**src/trac_pkg.sv**
```systemverilog
// Shared types, constants and a helper function for the threshold relay alarm controller.
// No dependencies; every other source file imports this package.
`timescale 1ns / 1ps

package trac_pkg;

  localparam int unsigned RELAY_W      = 5;
  localparam int unsigned RELAY_COUNT  = 5;
  localparam int unsigned RELAY_KEEP   = (RELAY_COUNT < RELAY_W) ? RELAY_COUNT : RELAY_W;
  localparam logic [RELAY_W-1:0] RELAY_MASK = RELAY_W'((64'd1 << RELAY_KEEP) - 64'd1);

  localparam int unsigned CFG_IDX_W  = 3;
  localparam int unsigned CFG_DATA_W = 32;

  // Register indexes on the configuration port
  localparam logic [CFG_IDX_W-1:0] CFG_MODE          = 3'd0;
  localparam logic [CFG_IDX_W-1:0] CFG_HIGH_LIMIT    = 3'd1;
  localparam logic [CFG_IDX_W-1:0] CFG_LOW_LIMIT     = 3'd2;
  localparam logic [CFG_IDX_W-1:0] CFG_CONTROLLED    = 3'd3;
  localparam logic [CFG_IDX_W-1:0] CFG_AUTO          = 3'd4;
  localparam logic [CFG_IDX_W-1:0] CFG_INTERVAL_CODE = 3'd5;
  localparam logic [CFG_IDX_W-1:0] CFG_CHANNELS      = 3'd6;

  // Mode codes
  localparam logic [2:0] MODE_OFF      = 3'd0;
  localparam logic [2:0] MODE_BAND     = 3'd1;
  localparam logic [2:0] MODE_BAND_INV = 3'd2;
  localparam logic [2:0] MODE_HIGH_ON  = 3'd3;
  localparam logic [2:0] MODE_LOW_OFF  = 3'd4;
  localparam logic [2:0] MODE_HIGH_OFF = 3'd5;
  localparam logic [2:0] MODE_LOW_ON   = 3'd6;

  // Alert repeat interval codes
  localparam logic [2:0] IVL_2_MIN  = 3'd2;
  localparam logic [2:0] IVL_10_MIN = 3'd3;
  localparam logic [2:0] IVL_15_MIN = 3'd4;
  localparam logic [2:0] IVL_30_MIN = 3'd5;
  localparam logic [2:0] IVL_60_MIN = 3'd6;

  localparam logic [31:0] MINUTE_MS = 32'd60000;

  typedef struct packed {
    logic [2:0]         mode;
    logic signed [31:0] high_limit;
    logic signed [31:0] low_limit;
    logic [RELAY_W-1:0] controlled;
    logic [RELAY_W-1:0] auto_mask;
    logic [2:0]         interval_code;
    logic [1:0]         channels;
  } cfg_t;

  typedef struct packed {
    logic signed [31:0] sample_value;
    logic [31:0]        now_ms;
  } in_item_t;

  typedef struct packed {
    logic [RELAY_W-1:0] relays_driven;
    logic [RELAY_W-1:0] relay_state;
    logic               alert_channel_one;
    logic               alert_channel_two;
    logic               alert_level_high;
    logic               limit_crossed;
  } res_t;

  function automatic logic [31:0] interval_ms(input logic [2:0] code);
    logic [31:0] iv;
    unique case (code)
      IVL_2_MIN:  iv = 32'd2  * MINUTE_MS;
      IVL_10_MIN: iv = 32'd10 * MINUTE_MS;
      IVL_15_MIN: iv = 32'd15 * MINUTE_MS;
      IVL_30_MIN: iv = 32'd30 * MINUTE_MS;
      IVL_60_MIN: iv = 32'd60 * MINUTE_MS;
      default:    iv = 32'd0;
    endcase
    return iv;
  endfunction

endpackage

```
**src/trac_cfg_regs.sv**
```systemverilog
// Configuration register file of the threshold relay alarm controller.
// Depends on trac_pkg for register indexes and the cfg_t bundle.
`timescale 1ns / 1ps

module trac_cfg_regs (
  input  logic                             clk,
  input  logic                             rst_n,
  input  logic                             cfg_we,
  input  logic [trac_pkg::CFG_IDX_W-1:0]   cfg_index,
  input  logic [trac_pkg::CFG_DATA_W-1:0]  cfg_wdata,
  output trac_pkg::cfg_t                   cfg
);
  import trac_pkg::*;

  cfg_t cfg_r;
  cfg_t cfg_nxt;

  always_comb begin
    cfg_nxt = cfg_r;
    if (cfg_we) begin
      unique case (cfg_index)
        CFG_MODE:          cfg_nxt.mode          = cfg_wdata[2:0];
        CFG_HIGH_LIMIT:    cfg_nxt.high_limit    = $signed(cfg_wdata);
        CFG_LOW_LIMIT:     cfg_nxt.low_limit     = $signed(cfg_wdata);
        CFG_CONTROLLED:    cfg_nxt.controlled    = cfg_wdata[RELAY_W-1:0];
        CFG_AUTO:          cfg_nxt.auto_mask     = cfg_wdata[RELAY_W-1:0];
        CFG_INTERVAL_CODE: cfg_nxt.interval_code = cfg_wdata[2:0];
        CFG_CHANNELS:      cfg_nxt.channels      = cfg_wdata[1:0];
        default:           cfg_nxt = cfg_r;
      endcase
    end
  end

  always_ff @(posedge clk) begin
    if (!rst_n) begin
      cfg_r <= '0;
    end else begin
      cfg_r <= cfg_nxt;
    end
  end

  assign cfg = cfg_r;

endmodule

```
**src/trac_in_reg.sv**
```systemverilog
// Input register stage of the threshold relay alarm controller.
// Depends on trac_pkg for the in_item_t bundle.
`timescale 1ns / 1ps

module trac_in_reg (
  input  logic               clk,
  input  logic               rst_n,
  input  logic               in_valid,
  output logic               in_ready,
  input  trac_pkg::in_item_t in_item,
  input  logic               dn_ready,
  output logic               s1_valid,
  output trac_pkg::in_item_t s1_item
);
  import trac_pkg::*;

  logic     valid_r;
  logic     valid_nxt;
  in_item_t item_r;

  // Free when empty or when the held request moves on this cycle
  assign in_ready  = !valid_r || dn_ready;
  assign valid_nxt = in_ready ? in_valid : valid_r;

  always_ff @(posedge clk) begin
    if (!rst_n) begin
      valid_r <= 1'b0;
    end else begin
      valid_r <= valid_nxt;
    end
  end

  always_ff @(posedge clk) begin
    if (in_valid && in_ready) begin
      item_r <= in_item;
    end
  end

  assign s1_valid = valid_r;
  assign s1_item  = item_r;

endmodule

```
**src/trac_eval.sv**
```systemverilog
// Threshold rule evaluation, relay state and alert rate limiter.
// Depends on trac_pkg for mode codes, interval table and bundles.
`timescale 1ns / 1ps

module trac_eval (
  input  logic               clk,
  input  logic               rst_n,
  input  trac_pkg::cfg_t     cfg,
  input  trac_pkg::in_item_t s1_item,
  input  logic               step,
  output trac_pkg::res_t     res
);
  import trac_pkg::*;

  logic [RELAY_W-1:0] relay_r, relay_nxt;
  logic               sent_r, sent_nxt;
  logic [31:0]        last_r, last_nxt;

  logic [RELAY_W-1:0] ctl;
  logic [RELAY_W-1:0] driven;
  logic               active, above, below;
  logic               rule_on, rule_off, fired, alert;
  logic [31:0]        elapsed, iv;

  always_comb begin
    ctl     = cfg.controlled & RELAY_MASK;
    active  = (cfg.mode != MODE_OFF) && (ctl != '0);
    above   = s1_item.sample_value > cfg.high_limit;
    below   = s1_item.sample_value < cfg.low_limit;
    rule_on  = 1'b0;
    rule_off = 1'b0;
    priority if ((cfg.mode == MODE_BAND || cfg.mode == MODE_HIGH_ON) && above) begin
      rule_on = 1'b1;
    end else if ((cfg.mode == MODE_BAND || cfg.mode == MODE_LOW_OFF) && below) begin
      rule_off = 1'b1;
    end else if ((cfg.mode == MODE_BAND_INV || cfg.mode == MODE_HIGH_OFF) && above) begin
      rule_off = 1'b1;
    end else if ((cfg.mode == MODE_BAND_INV || cfg.mode == MODE_LOW_ON) && below) begin
      rule_on = 1'b1;
    end else begin
      // No rule applies: hold both flags low
      rule_on = 1'b0;
    end
    fired   = active && (rule_on || rule_off);
    driven  = fired ? (ctl & cfg.auto_mask) : '0;
    elapsed = s1_item.now_ms - last_r;
    iv      = interval_ms(cfg.interval_code);
    alert   = fired && (!sent_r || ((iv != 32'd0) && (elapsed >= iv)));

    relay_nxt = rule_on ? (relay_r | driven) : (relay_r & ~driven);
    sent_nxt  = sent_r;
    last_nxt  = last_r;
    if (active && !fired) begin
      // Back inside the band: re-arm
      sent_nxt = 1'b0;
      last_nxt = s1_item.now_ms;
    end else if (alert) begin
      sent_nxt = 1'b1;
      last_nxt = s1_item.now_ms;
    end

    res.relays_driven     = driven;
    res.relay_state       = relay_nxt;
    res.alert_channel_one = alert && cfg.channels[0];
    res.alert_channel_two = alert && cfg.channels[1];
    res.alert_level_high  = fired && above;
    res.limit_crossed     = fired;
  end

  always_ff @(posedge clk) begin
    if (!rst_n) begin
      relay_r <= '0;
      sent_r  <= 1'b0;
      last_r  <= '0;
    end else if (step) begin
      relay_r <= relay_nxt;
      sent_r  <= sent_nxt;
      last_r  <= last_nxt;
    end
  end

endmodule

```
**src/trac_out_reg.sv**
```systemverilog
// Result register stage of the threshold relay alarm controller.
// Depends on trac_pkg for the res_t bundle.
`timescale 1ns / 1ps

module trac_out_reg (
  input  logic           clk,
  input  logic           rst_n,
  input  logic           load,
  input  trac_pkg::res_t res_in,
  output logic           can_load,
  output logic           out_valid,
  input  logic           out_ready,
  output trac_pkg::res_t res_out
);
  import trac_pkg::*;

  logic valid_r, valid_nxt;
  res_t res_r;

  assign can_load  = !valid_r || out_ready;
  assign valid_nxt = load ? 1'b1 : (valid_r && !out_ready);

  always_ff @(posedge clk) begin
    if (!rst_n) begin
      valid_r <= 1'b0;
    end else begin
      valid_r <= valid_nxt;
    end
  end

  always_ff @(posedge clk) begin
    if (load) begin
      res_r <= res_in;
    end
  end

  assign out_valid = valid_r;
  assign res_out   = res_r;

endmodule

```
**src/threshold_relay_alarm_controller_top.sv**
```systemverilog
// Top level of the threshold relay alarm controller.
// Depends on trac_pkg, trac_cfg_regs, trac_in_reg, trac_eval and trac_out_reg.
`timescale 1ns / 1ps

// Usage
//   Input channel (in_valid/in_ready): one request carries a signed sample in
//   milli-units and a millisecond timestamp that wraps modulo 2^32.
//   Result channel (out_valid/out_ready): exactly one result per request, in
//   order: relays driven, relay on states, alert flags per channel, level and
//   whether a mode rule fired.
//   Configuration: cfg_we writes cfg_wdata into register cfg_index at the
//   clock edge; write only while no request is in flight.
// Pipeline and throughput
//   A request is held in the input register, evaluated in one pass against
//   the relay/alert state and captured in the result register, whose valid
//   flag drives out_valid. One request per cycle is sustained while
//   out_ready is high; the relay and alert state updates in the same cycle
//   a request moves into the result register, so the next request sees it
//   without a bubble.
// Reset (rst_n low, synchronous)
//   Clear both stages, all relays off, alert re-armed, last alert time and
//   all configuration registers zero (mode off).
// Receiver stall
//   Hold the result while out_ready is low; an empty input register still
//   takes one more request, then in_ready drops until the result is taken.

module threshold_relay_alarm_controller_top (
  input  logic                                clk,
  input  logic                                rst_n,
  input  logic                                in_valid,
  output logic                                in_ready,
  input  logic signed [31:0]                  in_sample_value,
  input  logic [31:0]                         in_now_ms,
  output logic                                out_valid,
  input  logic                                out_ready,
  output logic [trac_pkg::RELAY_W-1:0]        out_relays_driven,
  output logic [trac_pkg::RELAY_W-1:0]        out_relay_state,
  output logic                                out_alert_channel_one,
  output logic                                out_alert_channel_two,
  output logic                                out_alert_level_high,
  output logic                                out_limit_crossed,
  input  logic                                cfg_we,
  input  logic [trac_pkg::CFG_IDX_W-1:0]      cfg_index,
  input  logic [trac_pkg::CFG_DATA_W-1:0]     cfg_wdata
);
  import trac_pkg::*;

  cfg_t     cfg;
  in_item_t in_item;
  in_item_t s1_item;
  logic     s1_valid;
  logic     can_load;
  logic     move;
  res_t     eval_res;
  res_t     out_res;

  assign in_item.sample_value = in_sample_value;
  assign in_item.now_ms       = in_now_ms;

  // Advance the held request whenever the result register is free
  assign move = s1_valid && can_load;

  trac_cfg_regs u_cfg (
    .clk       (clk),
    .rst_n     (rst_n),
    .cfg_we    (cfg_we),
    .cfg_index (cfg_index),
    .cfg_wdata (cfg_wdata),
    .cfg       (cfg)
  );

  trac_in_reg u_in (
    .clk      (clk),
    .rst_n    (rst_n),
    .in_valid (in_valid),
    .in_ready (in_ready),
    .in_item  (in_item),
    .dn_ready (can_load),
    .s1_valid (s1_valid),
    .s1_item  (s1_item)
  );

  trac_eval u_eval (
    .clk     (clk),
    .rst_n   (rst_n),
    .cfg     (cfg),
    .s1_item (s1_item),
    .step    (move),
    .res     (eval_res)
  );

  trac_out_reg u_out (
    .clk       (clk),
    .rst_n     (rst_n),
    .load      (move),
    .res_in    (eval_res),
    .can_load  (can_load),
    .out_valid (out_valid),
    .out_ready (out_ready),
    .res_out   (out_res)
  );

  assign out_relays_driven     = out_res.relays_driven;
  assign out_relay_state       = out_res.relay_state;
  assign out_alert_channel_one = out_res.alert_channel_one;
  assign out_alert_channel_two = out_res.alert_channel_two;
  assign out_alert_level_high  = out_res.alert_level_high;
  assign out_limit_crossed     = out_res.limit_crossed;

endmodule

```
**config.mk**
```make
export PLATFORM = sky130hd
export DESIGN_NAME = threshold_relay_alarm_controller_top
export DESIGN_NICKNAME = d
export VERILOG_FILES = /design/src/trac_pkg.sv /design/src/trac_cfg_regs.sv /design/src/trac_in_reg.sv /design/src/trac_eval.sv /design/src/trac_out_reg.sv /design/src/threshold_relay_alarm_controller_top.sv
export SDC_FILE = /design/constraint.sdc
export NUM_CORES = 1
export LEC_CHECK = 0
export BUFFER_PORTS_ARGS = -buffer_cell sky130_fd_sc_hd__clkbuf_2
export CORE_ASPECT_RATIO = 1.2
export CORE_UTILIZATION = 54
export CTS_BUF_LIST = sky130_fd_sc_hd__clkbuf_16
export CTS_CLUSTER_SIZE = 14
export DETAILED_ROUTE_END_ITERATION = 7
export PLACE_DENSITY = 0.86
export RECOVER_POWER = 50
export SYNTH_ARGS = -nofsm -noshare
export SYNTH_HDL_FRONTEND = slang
export SYNTH_SLANG_ARGS = --single-unit
```
**constraint.sdc**
```tcl
create_clock -name clk -period 4.85 [get_ports clk]
set_input_delay 0.7275 -clock clk [delete_from_list [all_inputs] [get_ports clk]]
set_output_delay 0.7275 -clock clk [all_outputs]
set_load 0.02 [all_outputs]
```
==> results.toml <==
[grt]
grt_pass1_wl_um = 39860
grt_max_degree = 67
grt_overflow = 0
grt_pass1_vias = 8628
grt_use_total_pct = 23.86
grt_antenna_before_repair = 0

[critical_path]
start_kind = "register"
critPathArrivalTime_ns = 4.95
r2r_start = "u_in.s1_item[7]"
cp.required_ns = 5.17
path_delay_family = "compound AO/OA/AOI/OAI gates"
end_kind = "register"
rr_endpoint = "u_eval.last_r[22]"
cp_cell_sequence = "ha_1, a21o_1, or3_1, o21ai_1, nand2_1, a21boi_2, o21ai_0, xor2_1, ha_1, a21o_1, a211oi_1, o21ai_0, a211oi_2, nand3_1, a211oi_1, and3_1, nand4_2, o41ai_4, a2111oi_4, buf_12, mux2i_1"
ff2ff_setup_slack_ns = 0.22
crit_type = "register to register"
critical_path_buf_inv_count = 1
critPathMaxStageDelay_ns = 0.41
worst_path_max_delay_cell = "edfxtp_1"
crit_fanout = 19
r2r_cells = 21

[placed_design]
portBuffers = 119
place_congestion = 0.9239
dp_hpwl_um = 17600

[pwr]
power.internal_w = 0.002729
switchingPower_w = 0.0009983
vdd_drop_max_uv = 246.0
power.share.clock_pct = 37.9
p_seq_share_pct = 49.2
power_switching_share_pct = 26.79
p_leak_nw = 4.752
finalPower_w = 0.003727
power_frac_comb_pct = 12.9
p_per_area_nw_per_um2 = 299.1

[die]
core_area_um2 = 19760
die_area_um2 = 20950
ioPinCount = 120
fp.dieW_um = 132.3
start_util_pct = 55.67
rows = 56
fp.dieH_um = 158.3

[sta]
period_share_pct = 95.50
setup_viol = 0
hold_viol_final = 0
worst_clock_skew_ns = 0.01106
rsz0062_at_grt = "no"
worst_slew_pin_slew_ns = 2.840
fin_crit_ns = 4.632
setup_tns_ns = 0
clock.fmax_mhz = 215.9
slew_headroom_pct = -89.45
drv_slew = 106

[drt]
route.met3.wl_um = 1044
vias_per_cell = 5.525
dr_wl_met2_um = 12810
first_pass_iters = 5
vias = 8779
routed.top_layer = "met4"
drc = 0
postRouteAntennaNets = 0
drtIter0Drc = 497
drt-met1-wl_um = 9862
post_drt_wl_per_cell_um = 15.37
postRouteWirelength_um = 24430

[cells_and_area]
syn_to_final_growth_pct = 13.29
layout.area.seq_um2 = 4785
mostFrequentLayoutCell = "nand2_1"
multiInputGateArea_um2 = 5644
finalNetCount = 1531
fillers = 1629
diodes = 0
final_cell_mix = "242 x nand2_1, 128 x a21oi_1, 122 x dfxtp_1"
drive_gt1_share_pct = 13.03
finish.utilization_pct = 63.06

[yosys]
synth_cells = 1205
netlist_area_um2 = 11000
ys_seq_area_share_pct = 43.50
synth_xor_area_share_pct = 2.389
muxShareOfSynthArea_pct = 5.904
synth_top_family_by_area = "simple AND/OR/NAND/NOR gates"
synth_cell_types = 64
synth-compound-area-share_pct = 13.76
synth-simple-area-share_pct = 16.24
synth-seq-cells = 200
synth_ff_type = "dfxtp_1"
synth_fa_ha_area_share_pct = 12.81
synth_top_area_cell = "dfxtp_1"
async_flop_share_pct = 0
synth-warning-count = 0
avgSynthCellArea_um2 = 9.128
synth-edff-count = 78
synth.area.top_cells = "dfxtp_1 22%, edfxtp_1 21%, ha_1 13%"
synth_nets = 1421
synth_top_area_share_pct = 22.20

[clock_tree]
root_buffer = "clkbuf_16"
cts_buffers = 17
postCtsHoldBufs = 0
cts_tree = "yes"
cts_sinks = 200
htreeDepth = 4
clkTransAtPathRegs_ns = 0.07
clk_latency_ns = 0.44
clock_path_buffers = 2

[worst_hold_path]
hp-start = "u_cfg.cfg[18]"
hold_end = "u_cfg.cfg[18]"
timing.hold.worst.class = "register to register"
hold_depth = 2

[status]
violations = "max-capacitance violations, max-slew violations"
status = "complete, but fails checks"

[job]
max-cap-violations = 2
registers in the layout (all words and copies together), names as in the netlist:
signal and flops:
u_cfg.cfg 82, u_eval.last_r 32, u_eval.relay_r 5, u_eval.sent_r 1, u_in.s1_item 64, u_in.s1_valid 1
u_out.out_valid 1, u_out.res_out 14
worst reg2reg max path, cell delays in order, from the launching register on:
cell       delay (ns)
edfxtp_1         0.41
ha_1             0.32
a21o_1           0.19
or3_1            0.32
o21ai_1          0.20
nand2_1          0.13
a21boi_2         0.23
o21ai_0          0.14
xor2_1           0.16
ha_1             0.20
a21o_1           0.15
a211oi_1         0.22
o21ai_0          0.15
a211oi_2         0.24
nand3_1          0.09
a211oi_1         0.17
and3_1           0.20
nand4_2          0.12
o41ai_4          0.36
a2111oi_4        0.16
buf_12           0.21
mux2i_1          0.14
metrics by stage:
stage,instances,cell area (um^2),setup WS [ns],hold WS (ns)
after floorplan,1205,11000,0.3567,0.4318
after global routing,1589,12460,0.01515,0.4404
final,1589,12460,0.2182,0.4548
after global placement,1556,11870,0.02985,0.4410
after detailed placement,1556,11870,-0.1083,0.4457
after CTS,1588,12460,0.02457,0.4405
how the worst max path moves through the flow:
stage	slack, ns	endpoint	start	depth (start not counted)
2_1_floorplan	0.36	u_eval.last_r[10]	u_in.s1_item[7]	21
3_3_place_gp	0.03	u_eval.last_r[25]	u_in.s1_item[7]	21
3_5_place_dp	-0.11	u_eval.last_r[22]	u_in.s1_item[7]	21
4_1_cts	0.02	u_eval.last_r[22]	u_in.s1_item[0]	23
5_1_grt	0.02	u_eval.last_r[0]	u_eval.last_r[1]	21
6_report	0.22	u_eval.last_r[22]	u_in.s1_item[7]	21
what timing repair did:
action | CTS | global route
resized for setup | 2 | 5
buffers inserted | 0 | 1
cloned | 0 | 0
setup endpoints to repair | 35 | 35
pin swaps | 0 | 2
cell type report:
type / instances / share of cell area (%)
Clock buffer: 17 / 3.414
Clock inverter: 15 / 1.335
Inverter: 108 / 3.253
Multi-Input combinational cell: 854 / 45.30
Sequential cell: 200 / 38.40
Tap cell: 261 / 2.621
Timing Repair Buffer: 134 / 5.683
power groups by stage:
stage	combinational (W)	clock [W]	sequential, W
floorplan	0.000319	0	0.00186
global placement	0.000454	0	0.00187
detailed placement	0.000468	0	0.00187
CTS	0.000477	0.00144	0.00183
global route	0.000538	0.00150	0.00184
finish	0.000480	0.00141	0.00183
kinds of logic (layout without fill, tap and decap cells):
group | Yosys count | after routing
xor gates and xnor gates | 30 | 30
DFF | 200 | 200
AOI/OAI and AO/OA | 243 | 243
buffers and inverters | 151 | 274
muxes | 64 | 64
adders and majority gates | 112 | 112
and+or+nand+nor | 405 | 405
routing by layer:
metal | track usage, % | vias up
met2 | 46.46 | 234
met5 | 0 | -
met4 | 9.907 | 0
met1 | 25.51 | 4115
met3 | 3.980 | 49
li1 | - | 4381
synthesized netlist by cell type (4+ instances only):
| cell type | instances |
|---|---|
| o21ai_0 | 30 |
| edfxtp_1 | 78 |
| xor2_1 | 14 |
| a21o_1 | 24 |
| nor2_1 | 62 |
| nor2b_1 | 12 |
| xnor2_1 | 16 |
| o21a_1 | 6 |
| ha_1 | 111 |
| nor3_2 | 5 |
| nor3_1 | 10 |
| nand4_1 | 22 |
| and2_1 | 9 |
| and3_1 | 6 |
| mux2i_1 | 57 |
| o21bai_1 | 4 |
| nor4_1 | 5 |
| o211ai_1 | 8 |
| mux2_2 | 5 |
| nand3_1 | 14 |
| a21oi_1 | 129 |
| inv_1 | 107 |
| dfxtp_1 | 122 |
| a211oi_1 | 7 |
| o21ai_1 | 5 |
| a31oi_1 | 5 |
| clkbuf_1 | 36 |
| nand2b_1 | 8 |
| nand2_1 | 242 |
No activity file was read; power rests on OpenSTA's default activity.
